`src/rtl/bhtq_pkg.sv`:
```
// shared types and constants for the binary heap timer queue
package bhtq_pkg;

    localparam int QueueDepthDefault = 32;
    localparam int TimeWidthDefault  = 48;

    localparam int SlotWidth   = 5;
    localparam int HandleWidth = 16;
    localparam int DelayWidth  = 33;

    typedef enum logic [1:0] {
        CMD_ADD    = 2'd0,
        CMD_CANCEL = 2'd1,
        CMD_TICK   = 2'd2,
        CMD_NONE   = 2'd3
    } cmd_t;

    typedef enum logic [1:0] {
        KIND_ADD_ACK    = 2'd0,
        KIND_CANCEL_ACK = 2'd1,
        KIND_EXPIRED    = 2'd2,
        KIND_SUMMARY    = 2'd3
    } kind_t;

    typedef enum logic [1:0] {
        STAT_OK       = 2'd0,
        STAT_FULL     = 2'd1,
        STAT_NOT_USED = 2'd2
    } status_t;

    localparam logic [DelayWidth-1:0] DelayNone = '1;
    localparam logic [DelayWidth-1:0] DelayMax  = {1'b0, {(DelayWidth-1){1'b1}}};

endpackage

```
`src/rtl/binary_heap_timer_queue_unit.sv`:
```
// binary min-heap timer queue: heap entries and per-slot data in synchronous rams with registered reads
// add: claims a free slot and sifts the new entry up the heap; cancel: marks an in-use slot cancelled
// tick: advances time, pops each expired or cancelled top timer (reported if notify is set) with a
//   sift-down after each pop, then sends a summary item; output stalls hold the walk
// one item at a time: s_tready is high only while idle, so the heap walk sets the rate
// synchronous reset empties the heap, frees all slots and zeroes time; ram contents stay
module binary_heap_timer_queue_unit
    import bhtq_pkg::*;
#(
    parameter int QUEUE_DEPTH = QueueDepthDefault,
    parameter int TIME_WIDTH  = TimeWidthDefault
) (
    input  logic        aclk,
    input  logic        aresetn,
    input  logic        s_tvalid,
    output logic        s_tready,
    // command[1:0]
    input  logic [1:0]  s_tuser,
    // handle[15:0], timeout[47:16], notify[48], slot[53:49], elapsed[69:54], pad[71:70]
    input  logic [71:0] s_tdata,
    output logic        m_tvalid,
    input  logic        m_tready,
    // kind[1:0]
    output logic [1:0]  m_tuser,
    // slot_out[4:0], handle_out[20:5], status[22:21], next_delay[55:23]
    output logic [55:0] m_tdata,
    output logic        m_tlast
);
    localparam int AW = $clog2(QUEUE_DEPTH);
    localparam int CW = AW + 1;
    localparam int HW = TIME_WIDTH + AW;

    typedef enum logic [3:0] {
        ST_IDLE, ST_ADD, ST_UP_RD, ST_UP_CMP, ST_CAN,
        ST_TOP_RD, ST_TOP_SLOT, ST_TOP_CHK, ST_POP_RD, ST_POP_WR,
        ST_DN_RD, ST_DN_RD2, ST_DN_CMP, ST_SUM, ST_OUT
    } state_t;

    state_t state_reg;
    logic [CW-1:0] count_reg;
    logic [TIME_WIDTH-1:0] time_reg;
    logic [QUEUE_DEPTH-1:0] in_use_reg;
    logic [53:0] in_reg;
    logic [CW-1:0] k_reg;
    logic [HW-1:0] cur_reg, c1_reg;
    logic [CW-1:0] c1i_reg;
    logic [AW-1:0] slot_reg;
    logic [CW-1:0] nres_reg;
    logic out_valid_reg, out_last_reg, res_last_reg;
    logic [57:0] out_data_reg, res_data_reg;
    state_t ret_reg;

    // heap ram: {deadline, slot}, index k-1
    logic h_we;
    logic [AW-1:0] h_wa, h_ra;
    logic [HW-1:0] h_wd, h_rd;
    bhtq_ram #(.Width(HW), .Depth(QUEUE_DEPTH)) u_heap (
        .aclk, .wr_en(h_we), .wr_addr(h_wa), .wr_data(h_wd), .rd_addr(h_ra), .rd_data(h_rd)
    );
    // slot ram: {handle, notify, cancelled}
    logic p_we;
    logic [AW-1:0] p_wa, p_ra;
    logic [HandleWidth+1:0] p_wd, p_rd;
    bhtq_ram #(.Width(HandleWidth+2), .Depth(QUEUE_DEPTH)) u_slot (
        .aclk, .wr_en(p_we), .wr_addr(p_wa), .wr_data(p_wd), .rd_addr(p_ra), .rd_data(p_rd)
    );

    wire [15:0] f_hdl  = in_reg[15:0];
    wire [31:0] f_tmo  = in_reg[47:16];
    wire        f_ntf  = in_reg[48];
    wire [4:0]  f_slot = in_reg[53:49];

    logic [AW-1:0] free_slot;
    logic free_found;
    always_comb begin
        free_slot = '0;
        free_found = 1'b0;
        for (int i = QUEUE_DEPTH - 1; i >= 0; i--) begin
            if (!in_use_reg[i]) begin
                free_slot = AW'(i);
                free_found = 1'b1;
            end
        end
    end

    wire [TIME_WIDTH-1:0] h_dl  = h_rd[HW-1:AW];
    wire [AW-1:0]         h_sl  = h_rd[AW-1:0];
    wire [TIME_WIDTH-1:0] cur_dl = cur_reg[HW-1:AW];
    wire [CW:0] k2 = {k_reg, 1'b0};
    logic [TIME_WIDTH:0] dly_w;
    assign dly_w = {1'b0, h_dl} - {1'b0, time_reg};
    wire cancel_ok = ({27'd0, f_slot} < 32'(QUEUE_DEPTH)) && in_use_reg[AW'(f_slot)];

    function automatic logic [57:0] pack(kind_t k, logic [4:0] s, logic [15:0] h,
                                         status_t st, logic [DelayWidth-1:0] d);
        pack = {d, st, h, s, k};
    endfunction

    // ram ports: heap address is the 1-based index minus one; slot ram holds per-slot data
    always_comb begin
        h_we = 1'b0; h_wa = '0; h_wd = cur_reg; h_ra = '0;
        p_we = 1'b0; p_wa = free_slot; p_wd = {f_hdl, f_ntf, 1'b0}; p_ra = slot_reg;
        case (state_reg)
            ST_ADD: begin
                p_we = free_found && (count_reg < CW'(QUEUE_DEPTH));
            end
            ST_UP_RD: h_ra = AW'((k_reg >> 1) - 1'b1);
            ST_CAN: begin
                p_ra = AW'(f_slot);
            end
            ST_TOP_RD: h_ra = '0;
            ST_TOP_SLOT: p_ra = h_sl;
            ST_POP_RD: h_ra = AW'(count_reg - 1'b1);
            ST_DN_RD: h_ra = AW'(k2 - 1'b1);
            ST_DN_RD2: h_ra = AW'(k2);
            ST_SUM: h_ra = '0;
            default: ;
        endcase
        if (state_reg == ST_UP_CMP) begin
            h_we = 1'b1;
            h_wa = AW'(k_reg - 1'b1);
            h_wd = (k_reg > 1 && cur_dl < h_dl) ? h_rd : cur_reg;
        end
        if (state_reg == ST_DN_CMP) begin
            h_we = 1'b1;
            h_wa = AW'(k_reg - 1'b1);
            h_wd = (c1_reg[HW-1:AW] < cur_dl) ? c1_reg : cur_reg;
        end
        if (state_reg == ST_CAN && cancel_ok) begin
            // read-modify-write of the cancelled bit completes in ST_POP_WR
            p_ra = AW'(f_slot);
        end
        if (state_reg == ST_POP_WR && ret_reg == ST_CAN) begin
            p_we = 1'b1; p_wa = slot_reg; p_wd = {p_rd[HandleWidth+1:2], p_rd[1], 1'b1};
        end
    end

    always_ff @(posedge aclk) begin
        if (!aresetn) begin
            state_reg <= ST_IDLE;
            count_reg <= '0;
            time_reg <= '0;
            in_use_reg <= '0;
            out_valid_reg <= 1'b0;
            nres_reg <= '0;
        end else begin
            if (out_valid_reg && m_tready && state_reg != ST_OUT) out_valid_reg <= 1'b0;
            case (state_reg)
                ST_IDLE: begin
                    if (s_tvalid) begin
                        in_reg <= s_tdata[53:0];
                        nres_reg <= '0;
                        case (cmd_t'(s_tuser))
                            CMD_ADD:    state_reg <= ST_ADD;
                            CMD_CANCEL: state_reg <= ST_CAN;
                            CMD_TICK: begin
                                time_reg <= time_reg + TIME_WIDTH'(s_tdata[69:54]);
                                state_reg <= ST_TOP_RD;
                            end
                            default: state_reg <= ST_IDLE;
                        endcase
                    end
                end
                ST_ADD: begin
                    if (!free_found || count_reg >= CW'(QUEUE_DEPTH)) begin
                        res_data_reg <= pack(KIND_ADD_ACK, 5'd0, 16'd0, STAT_FULL, '0);
                        res_last_reg <= 1'b1;
                        state_reg <= ST_OUT;
                        ret_reg <= ST_IDLE;
                    end else begin
                        in_use_reg[free_slot] <= 1'b1;
                        slot_reg <= free_slot;
                        count_reg <= count_reg + 1'b1;
                        k_reg <= count_reg + 1'b1;
                        cur_reg <= {time_reg + TIME_WIDTH'(f_tmo), free_slot};
                        state_reg <= ST_UP_RD;
                    end
                end
                ST_UP_RD: state_reg <= ST_UP_CMP;
                ST_UP_CMP: begin
                    if (k_reg > 1 && cur_dl < h_dl) begin
                        k_reg <= k_reg >> 1;
                        state_reg <= ST_UP_RD;
                    end else begin
                        res_data_reg <= pack(KIND_ADD_ACK, 5'(slot_reg), 16'd0, STAT_OK, '0);
                        res_last_reg <= 1'b1;
                        state_reg <= ST_OUT;
                        ret_reg <= ST_IDLE;
                    end
                end
                ST_CAN: begin
                    res_last_reg <= 1'b1;
                    if (cancel_ok) begin
                        slot_reg <= AW'(f_slot);
                        res_data_reg <= pack(KIND_CANCEL_ACK, 5'd0, 16'd0, STAT_OK, '0);
                        ret_reg <= ST_CAN;
                        state_reg <= ST_POP_WR;
                    end else begin
                        res_data_reg <= pack(KIND_CANCEL_ACK, 5'd0, 16'd0, STAT_NOT_USED, '0);
                        ret_reg <= ST_IDLE;
                        state_reg <= ST_OUT;
                    end
                end
                ST_TOP_RD: begin
                    ret_reg <= ST_TOP_RD;
                    state_reg <= (count_reg == 0) ? ST_SUM : ST_TOP_SLOT;
                end
                ST_TOP_SLOT: begin
                    slot_reg <= h_sl;
                    cur_reg <= h_rd;
                    state_reg <= ST_TOP_CHK;
                end
                ST_TOP_CHK: begin
                    // p_rd holds the top slot's data
                    if (!p_rd[0] && cur_dl > time_reg) begin
                        state_reg <= ST_SUM;
                    end else begin
                        in_use_reg[slot_reg] <= 1'b0;
                        if (!p_rd[0] && p_rd[1] && nres_reg < CW'(QUEUE_DEPTH)) begin
                            res_data_reg <= pack(KIND_EXPIRED, 5'(slot_reg),
                                                 p_rd[HandleWidth+1:2], STAT_OK, '0);
                            res_last_reg <= 1'b0;
                            nres_reg <= nres_reg + 1'b1;
                            ret_reg <= ST_POP_RD;
                            state_reg <= ST_OUT;
                        end else begin
                            state_reg <= ST_POP_RD;
                        end
                    end
                end
                ST_POP_RD: begin
                    count_reg <= count_reg - 1'b1;
                    k_reg <= CW'(1);
                    state_reg <= ST_POP_WR;
                end
                ST_POP_WR: begin
                    if (ret_reg == ST_CAN) begin
                        ret_reg <= ST_IDLE;
                        state_reg <= ST_OUT;
                    end else begin
                        cur_reg <= h_rd;
                        state_reg <= ST_DN_RD;
                    end
                end
                ST_DN_RD: begin
                    if (k2 > {1'b0, count_reg}) begin
                        // no child: place element at k
                        c1_reg <= cur_reg;
                        state_reg <= ST_DN_CMP;
                    end else begin
                        state_reg <= ST_DN_RD2;
                    end
                end
                ST_DN_RD2: begin
                    c1_reg <= h_rd;
                    c1i_reg <= CW'(k2);
                    state_reg <= ST_DN_CMP;
                end
                ST_DN_CMP: begin
                    if (k2 < {1'b0, count_reg} && c1_reg != cur_reg
                        && h_dl < c1_reg[HW-1:AW] && c1i_reg == CW'(k2)) begin
                        // right child smaller: retry compare with it
                        c1_reg <= h_rd;
                        c1i_reg <= CW'(k2 + 1'b1);
                        state_reg <= ST_DN_CMP;
                    end else if (c1_reg != cur_reg && c1_reg[HW-1:AW] < cur_dl) begin
                        k_reg <= c1i_reg;
                        state_reg <= ST_DN_RD;
                    end else begin
                        state_reg <= ST_TOP_RD;
                    end
                end
                ST_SUM: begin
                    if (ret_reg == ST_TOP_RD) begin
                        ret_reg <= ST_SUM;
                    end else begin
                        res_last_reg <= 1'b1;
                        if (count_reg == 0)
                            res_data_reg <= pack(KIND_SUMMARY, 5'd0, 16'd0, STAT_OK, DelayNone);
                        else if (h_dl <= time_reg)
                            res_data_reg <= pack(KIND_SUMMARY, 5'd0, 16'd0, STAT_OK, '0);
                        else if (dly_w > (TIME_WIDTH+1)'(DelayMax))
                            res_data_reg <= pack(KIND_SUMMARY, 5'd0, 16'd0, STAT_OK, DelayMax);
                        else
                            res_data_reg <= pack(KIND_SUMMARY, 5'd0, 16'd0, STAT_OK,
                                                 DelayWidth'(dly_w));
                        ret_reg <= ST_IDLE;
                        state_reg <= ST_OUT;
                    end
                end
                ST_OUT: begin
                    // the item moves to the output register once it is free
                    if (!out_valid_reg || m_tready) begin
                        out_valid_reg <= 1'b1;
                        out_data_reg <= res_data_reg;
                        out_last_reg <= res_last_reg;
                        state_reg <= ret_reg;
                    end
                end
                default: state_reg <= ST_IDLE;
            endcase
        end
    end

    assign s_tready = (state_reg == ST_IDLE);
    assign m_tvalid = out_valid_reg;
    assign m_tuser  = out_data_reg[1:0];
    assign m_tdata  = out_data_reg[57:2];
    assign m_tlast  = out_last_reg;

`ifndef SYNTHESIS
    a_count: assert property (@(posedge aclk) disable iff (!aresetn)
        count_reg <= CW'(QUEUE_DEPTH)) else $error("heap count overflow");
    a_busy: assert property (@(posedge aclk) disable iff (!aresetn)
        (s_tvalid && s_tready && s_tuser != CMD_NONE) |=> !s_tready)
        else $error("accepted while busy");
    a_hold: assert property (@(posedge aclk) disable iff (!aresetn)
        (m_tvalid && !m_tready) |=> m_tvalid && $stable(m_tdata) && $stable(m_tuser)
        && $stable(m_tlast)) else $error("result dropped");
`endif
endmodule

```
`src/rtl/bhtq_ram.sv`:
```
// generic single-port-write, single-read synchronous ram
module bhtq_ram #(
    parameter int Width = 8,
    parameter int Depth = 32
) (
    input  logic                     aclk,
    input  logic                     wr_en,
    input  logic [$clog2(Depth)-1:0] wr_addr,
    input  logic [Width-1:0]         wr_data,
    input  logic [$clog2(Depth)-1:0] rd_addr,
    output logic [Width-1:0]         rd_data
);
    logic [Width-1:0] mem [Depth];

    always_ff @(posedge aclk) begin
        if (wr_en) begin
            mem[wr_addr] <= wr_data;
        end
        rd_data <= mem[rd_addr];
    end
endmodule
```
`config.mk`:
```
export PLATFORM = sky130hd
export DESIGN_NAME = binary_heap_timer_queue_unit
export DESIGN_NICKNAME = d
export VERILOG_FILES = /design/src/rtl/bhtq_pkg.sv /design/src/rtl/binary_heap_timer_queue_unit.sv /design/src/rtl/bhtq_ram.sv
export SDC_FILE = /design/constraint.sdc
export NUM_CORES = 2
export LEC_CHECK = 0
export BUFFER_PORTS_ARGS = -buffer_cell sky130_fd_sc_hd__buf_2
export CAP_MARGIN = 30
export CELL_PAD_IN_SITES_DETAIL_PLACEMENT = 1
export CELL_PAD_IN_SITES_GLOBAL_PLACEMENT = 1
export CORE_ASPECT_RATIO = 0.5
export CORE_UTILIZATION = 45
export CTS_BUF_LIST = sky130_fd_sc_hd__clkbuf_16
export DETAILED_ROUTE_END_ITERATION = 10
export GPL_TIMING_DRIVEN = 0
export PLACE_DENSITY = 0.64
export SLEW_MARGIN = 5
export SYNTH_ARGS = -nofsm -noshare
export SYNTH_HDL_FRONTEND = slang
export SYNTH_SLANG_ARGS = --single-unit
```
`constraint.sdc`:
```
create_clock -name aclk -period 16.27 [get_ports aclk]
set_input_delay 0.8135 -clock aclk [delete_from_list [all_inputs] [get_ports aclk]]
set_output_delay 0.8135 -clock aclk [all_outputs]
set_load 0.01 [all_outputs]
```
# Word level (Yosys, flattened, before mapping)
# Memories as Yosys holds them, arrays and structs flattened. A register that Yosys moved wholly into a read port is not among the register bits.
# Index checks and enable logic that the tools add are counted.
# totals
register_bits	396
memories	2
ramBits	2272
output_inout_bits	61
in_bits	78
# memory_table
memory	depth	width	read_ports	rd_ports_with_merged_regs	write_ports	line_no	rtl
u_heap.mem	32	53	1	1	1	bhtq_ram.sv:13	logic [Width-1:0] mem [Depth];
u_slot.mem	32	18	1	1	1	bhtq_ram.sv:13	
# op_classes
addsub	10
mux	155
magnitude_cmp	17
eq_ne	37
bitwise	3
n_reduce_logical	47
# ops
cell	n
$mux 58	8
$mux 53	8
$pmux 53 s3	2
$pmux 58 s5	1
$mux 5	38
$lt 48x48->1	3
$mux 32	2
$pmux 32 s2	1
$pmux 4 s15	1
$mux 4	14
$ne 53x53->1	1
$mux 1	51
$gt 49x32->1 const B	1
$sub 48x48->49	1
$add 48x16->48	1
$add 48x32->48	1
$gt 48x48->1	1
$le 48x48->1	1
$mux 6	8
$pmux 6 s2	3
$and 32x32->32	1
$not 32->32	1
$or 32x32->32	1
$eq 4x4->1 const B	7
other kinds (47)	112

# Logic depth before layout (Yosys ltp)
# logic_depth
ltp_word	39
mapped_depth	15

# Hierarchy
# Synthesis repeated with hierarchy kept, for this count alone.
# hier_totals
hier_cells	8060
area_unflattened_um2	118059.5
# by_module_without_submodules
module	n_inst	area_per_inst_um2	cells_per_inst
bhtq_ram at u_heap	1	66746.5	3711
binary_heap_timer_queue_unit	1	28262.1	3071
bhtq_ram at u_slot	1	23050.9	1278

# Worst setup path before layout
# Ideal clock, no wire load.
# synth_path
kind	register to register
from	reg cur_reg[42]
to	reg res_data_reg[0] (enable)
path_buffers	2
required_ns	15.721
setup_slack_ns	8.803
t_arrival_ns	6.919
path_stages_with_launch	13
cell_sequence	edfxtp_1 > ha_1 > nand2_1 > or3_1 > or4_1 > nor4_1 > o21ai_1 > a31oi_1 > o21ai_1 > and2_1 > clkbuf_1 > clkbuf_1 > nor3_1
# synth_between
elab_chain_cells	4
word_cells_on_any_way	7
# synth_rtl
item	line_no	rtl
start: declaration	binary_heap_timer_queue_unit.sv:45	logic [HW-1:0] cur_reg, c1_reg;
start signal: assignment	binary_heap_timer_queue_unit.sv:175	cur_reg <= {time_reg + TIME_WIDTH'(f_tmo), free_slot};
start signal: assignment	binary_heap_timer_queue_unit.sv:210	cur_reg <= h_rd;
start signal: assignment	binary_heap_timer_queue_unit.sv:241	cur_reg <= h_rd;
$lt 48x48->1 / $gt 48x48->1 (equally long branches)	binary_heap_timer_queue_unit.sv:181, binary_heap_timer_queue_unit.sv:215	
$logic_and 1x1->1 (on tied branches)	binary_heap_timer_queue_unit.sv:181, binary_heap_timer_queue_unit.sv:215	
$ne 2x2->1 (no line)	-	
$reduce_and 7->1 (no line) *	-	
end signal: assignment	binary_heap_timer_queue_unit.sv:185	res_data_reg <= pack(KIND_ADD_ACK, 5'(slot_reg), 16'd0, STAT_OK, '0);
end signal: assignment	binary_heap_timer_queue_unit.sv:195	res_data_reg <= pack(KIND_CANCEL_ACK, 5'd0, 16'd0, STAT_OK, '0);
end signal: assignment	binary_heap_timer_queue_unit.sv:199	res_data_reg <= pack(KIND_CANCEL_ACK, 5'd0, 16'd0, STAT_NOT_USED, '0);
end: declaration	binary_heap_timer_queue_unit.sv:50	logic [57:0] out_data_reg, res_data_reg;
# Every way passes the cells marked *; elsewhere a longest branch is shown, timed or not.
# A chain may end at the register's enable or synchronous reset.

# Worst setup path after layout
# layout_path
from	reg u_heap.rd_data[43], read port of u_heap.mem
to	reg res_data_reg[38] (enable)
# layout_between
elab_chain_cells	4
# layout_rtl
item	line_no	rtl
start: declaration	bhtq_ram.sv:11	output logic [Width-1:0] rd_data
$lt 48x48->1	binary_heap_timer_queue_unit.sv:181	if (k_reg > 1 && cur_dl < h_dl) begin
$logic_and 1x1->1	binary_heap_timer_queue_unit.sv:181	
$ne 2x2->1 (no line)	-	
$reduce_and 7->1 (no line)	-	
# Every way passes these cells.

==> results_dict.tcl <==
set metrics [dict create \
    synth.area.top_cells "edfxtp_1, mux4_2, ha_1" \
    vias_per_cell 6.01 \
    initial_core_util_pct 45.5 \
    critPathMaxStageDelay_ns 0.63 \
    period_needed_ns 6.20 \
    port_buffers 136 \
    coreArea_um2 257000 \
    endpoint_kind "register" \
    dr_total_vias 69700 \
    final.setup_skew_ns 0.139 \
    cts_sinks 2738 \
    syn-num-nets 7705 \
    hold_buffers 0 \
    max_freq_mhz 161 \
    final_nets 8317 \
    overflow 0 \
    ys_seq_area_share_pct 68.9 \
    worstSetupPathType "reg -> reg" \
    netlist-cell-type-count 82 \
    die_area_um2 262000 \
    cts_tree "yes" \
    crit_top_cell "buf_4" \
    postCtsSetupBuffers 0 \
    dieWidth_um 723 \
    dp_hpwl_um 259000 \
    synth-edff-count 2570 \
    path_cells "inv_1, ha_1, nand4_1, or3_1, or4_1, nor4_1, o21ai_1, a31oi_1, o21ai_1, and2_1, clkbuf_1, clkbuf_1, nor3_2, buf_4, buf_4, buf_6, buf_6, buf_4" \
    status "finished clean" \
    wire_per_inst_um 30.8 \
    design_area_um2 134000 \
    place_area_um2 126000 \
    total_leakage_power_nw 44.7 \
    cp-start-kind "register" \
    setup_violations 0 \
    rows 131 \
    io_pins 139 \
    grt_setup_unrepaired "no" \
    synth_seq_cells 2738 \
    drive_gt1_share_pct 19.2 \
    cts-htree-levels 4 \
    largestRegisters "u_heap.mem (1696), u_slot.mem (576)" \
    drt_iter0_markers 7788 \
    cap_violations 0 \
    rrSetupSlack_ns 10.07 \
    hold_depth 1 \
    syn-cell-area_um2 117000 \
    hold_viol 0 \
    postRouteAntennaNets 0 \
    drc 0 \
    grt_pass1_vias 71300 \
    grt_usage_pct 27.0 \
    largest_reg_flops 1696 \
    gp_congestion 0.905 \
    die_h_um 362 \
    synth_ff_type "edfxtp_1" \
    first_pass_iters 6 \
    setup_tns_ns 0 \
    timing.final.crit_share_pct 38.1 \
    whs_endpoint "in_reg[11]$_DFFE_PP_" \
    worst_path_max_delay_cell "or4_1" \
    synthCells 7322 \
    worstPathMaxFanout 11 \
    synth_top_cell_by_area "edfxtp_1" \
    ys_warn_count 0 \
    synth.avg_cell_area_um2 16.0 \
    area_growth_pct 14.6 \
    grt_pass1_wl_um 511000 \
    worst-path-buf-inv 8 \
    clk_latency_ns 0.96 \
    cp.required_ns 16.84 \
    worstReg2RegStart "u_heap.rd_data[43]$_DFF_P_" \
    cp.arrival_ns 6.77 \
    synthArstFlopShare_pct 0 \
    irDropWorstVdd_mv 0.0978 \
    crit_start "u_heap.rd_data[43]$_DFF_P_" \
    post-synth-top-area-fraction_pct 66.0 \
    clkTransAtPathRegs_ns 0.07 \
    critical_path.top_delay_family "simple AND/OR/NAND/NOR gates" \
    rr_worst_depth 18 \
    grt_max_degree 37 \
    slew_viol_final 0 \
    timing.rr.end "res_data_reg[38]$_DFFE_PP_" \
    tightest_slew_ns 1.11 \
    cts-buffers-inserted 244 \
    max_slew_margin_pct 24.9 \
    power-per-cell-area_nw_per_um2 168 \
    clock_path_buffers 4 \
    clockRootBuffer "clkbuf_16" \
    hold_path.startpoint "s_tdata[11]" \
    antenna_found_initial 20 \
    regMostFlops "u_heap.mem" \
    cts_resized 0 \
    routed_wl_um 356000 \
    hold_path.class "in -> reg" \
]
==> worst reg2reg max path, delay by kind of cell, from the launching register on <==
kind | cells | cell delay, ns
and+or+nand+nor | 6 | 2.23
buffers and inverters | 8 | 2.01
AOI/OAI and AO/OA | 3 | 0.76
DFF | 1 | 0.55
adders and majority gates | 1 | 0.33
==> synth_stat cells, drive strengths merged (127+ instances only) <==
cell type	instances
clkbuf	262
nand2	858
dfxtp	168
ha	302
mux4	578
edfxtp	2570
nor3	127
inv	267
a21oi	183
nand3	334
o21ai	327
nor2	238
==> how the worst max path moves through the flow <==
stage / end / slack [ns] / depth (start not counted)
2_1_floorplan: res_data_reg[0]$_DFFE_PP_ / 8.80 / 12
3_3_place_gp: res_data_reg[25]$_DFFE_PP_ / 3.19 / 13
3_5_place_dp: res_data_reg[38]$_DFFE_PP_ / 9.96 / 18
4_1_cts: res_data_reg[48]$_DFFE_PP_ / 9.94 / 18
5_1_grt: res_data_reg[56]$_DFFE_PP_ / 9.84 / 18
6_report: res_data_reg[38]$_DFFE_PP_ / 10.07 / 18
==> routing by layer <==
metal	share of wire (%)	global-route usage, %	wire length, um	up-vias
li1	-	-	-	29900
met1	44	39.2	156000	36800
met2	46	42.7	164000	2560
met3	7.2	4.27	25800	436
met4	3.0	7.54	10700	4
met5	0.0056	0	20	-
==> where the power goes <==
group / total (W) / switching [W] / internal, W
logic: 0.00790 / 0.00509 / 0.00281
registers: 0.00886 / 0.000415 / 0.00844
clock network: 0.00577 / 0.00267 / 0.00310
==> layout by cell type, fill, tap and decap left out, types with 25 or more instances in the layout <==
cell type	count
nand4_1	66
and2_1	65
buf_12	73
nor2_4	33
xnor2_1	96
clkinv_2	46
clkbuf_16	250
mux4_2	578
clkinv_1	45
o211ai_1	54
o21bai_1	26
dfxtp_1	168
a211oi_1	30
a31oi_1	41
buf_2	219
inv_1	314
xor2_1	34
nor4_1	25
a221o_1	43
and3_1	28
ha_1	302
mux2_2	46
buf_16	37
o21ai_0	317
nor2_1	173
nor2b_1	25
buf_8	72
o21a_1	27
nor2_2	32
nand2_1	858
a21oi_1	179
a21o_1	76
nand2b_1	28
or3_1	30
nor3_1	125
buf_4	25
mux2i_1	42
edfxtp_1	2570
clkbuf_1	255
nand3_1	334
==> kinds of logic (layout without fill, tap and decap cells) <==
logic type,Yosys count,count (layout),synth area share (%)
flops,2738,2738,68.9
simple gates,1868,1868,7.22
compound gates,987,987,5.57
mux,666,666,11.9
buf+inv,628,1434,2.12
fa+ha+maj,305,305,3.28
xor+xnor,130,130,0.974
other cells,0,3,0
==> layout make-up <==
class	count	area, um2
buffer	360	1480
clock buffer	250	6260
timing repair buffer	366	4610
antenna	3	7.51
fill	24200	123000
tap	3458	4330
sequential	2738	80500
clock inverter	190	1440
multi-input combinational	3956	34300
inverter	268	1010
==> per-stage QoR <==
step                      utilization [%]  instances  total power, W  hold slack (ns)  setup slack [ns]
after global routing                 52.2      11600          0.0234           0.0392              9.84
after global placement               47.5      10900          0.0164            0.402              3.19
final                                52.2      11600          0.0225           0.0816             10.07
after floorplan                         -       7322          0.0134            0.400              8.80
after CTS                            52.2      11600          0.0226           0.0137              9.94
after detailed placement             49.2      11100          0.0168            0.406              9.96
Note: power is estimated with default switching activity, not from simulation.
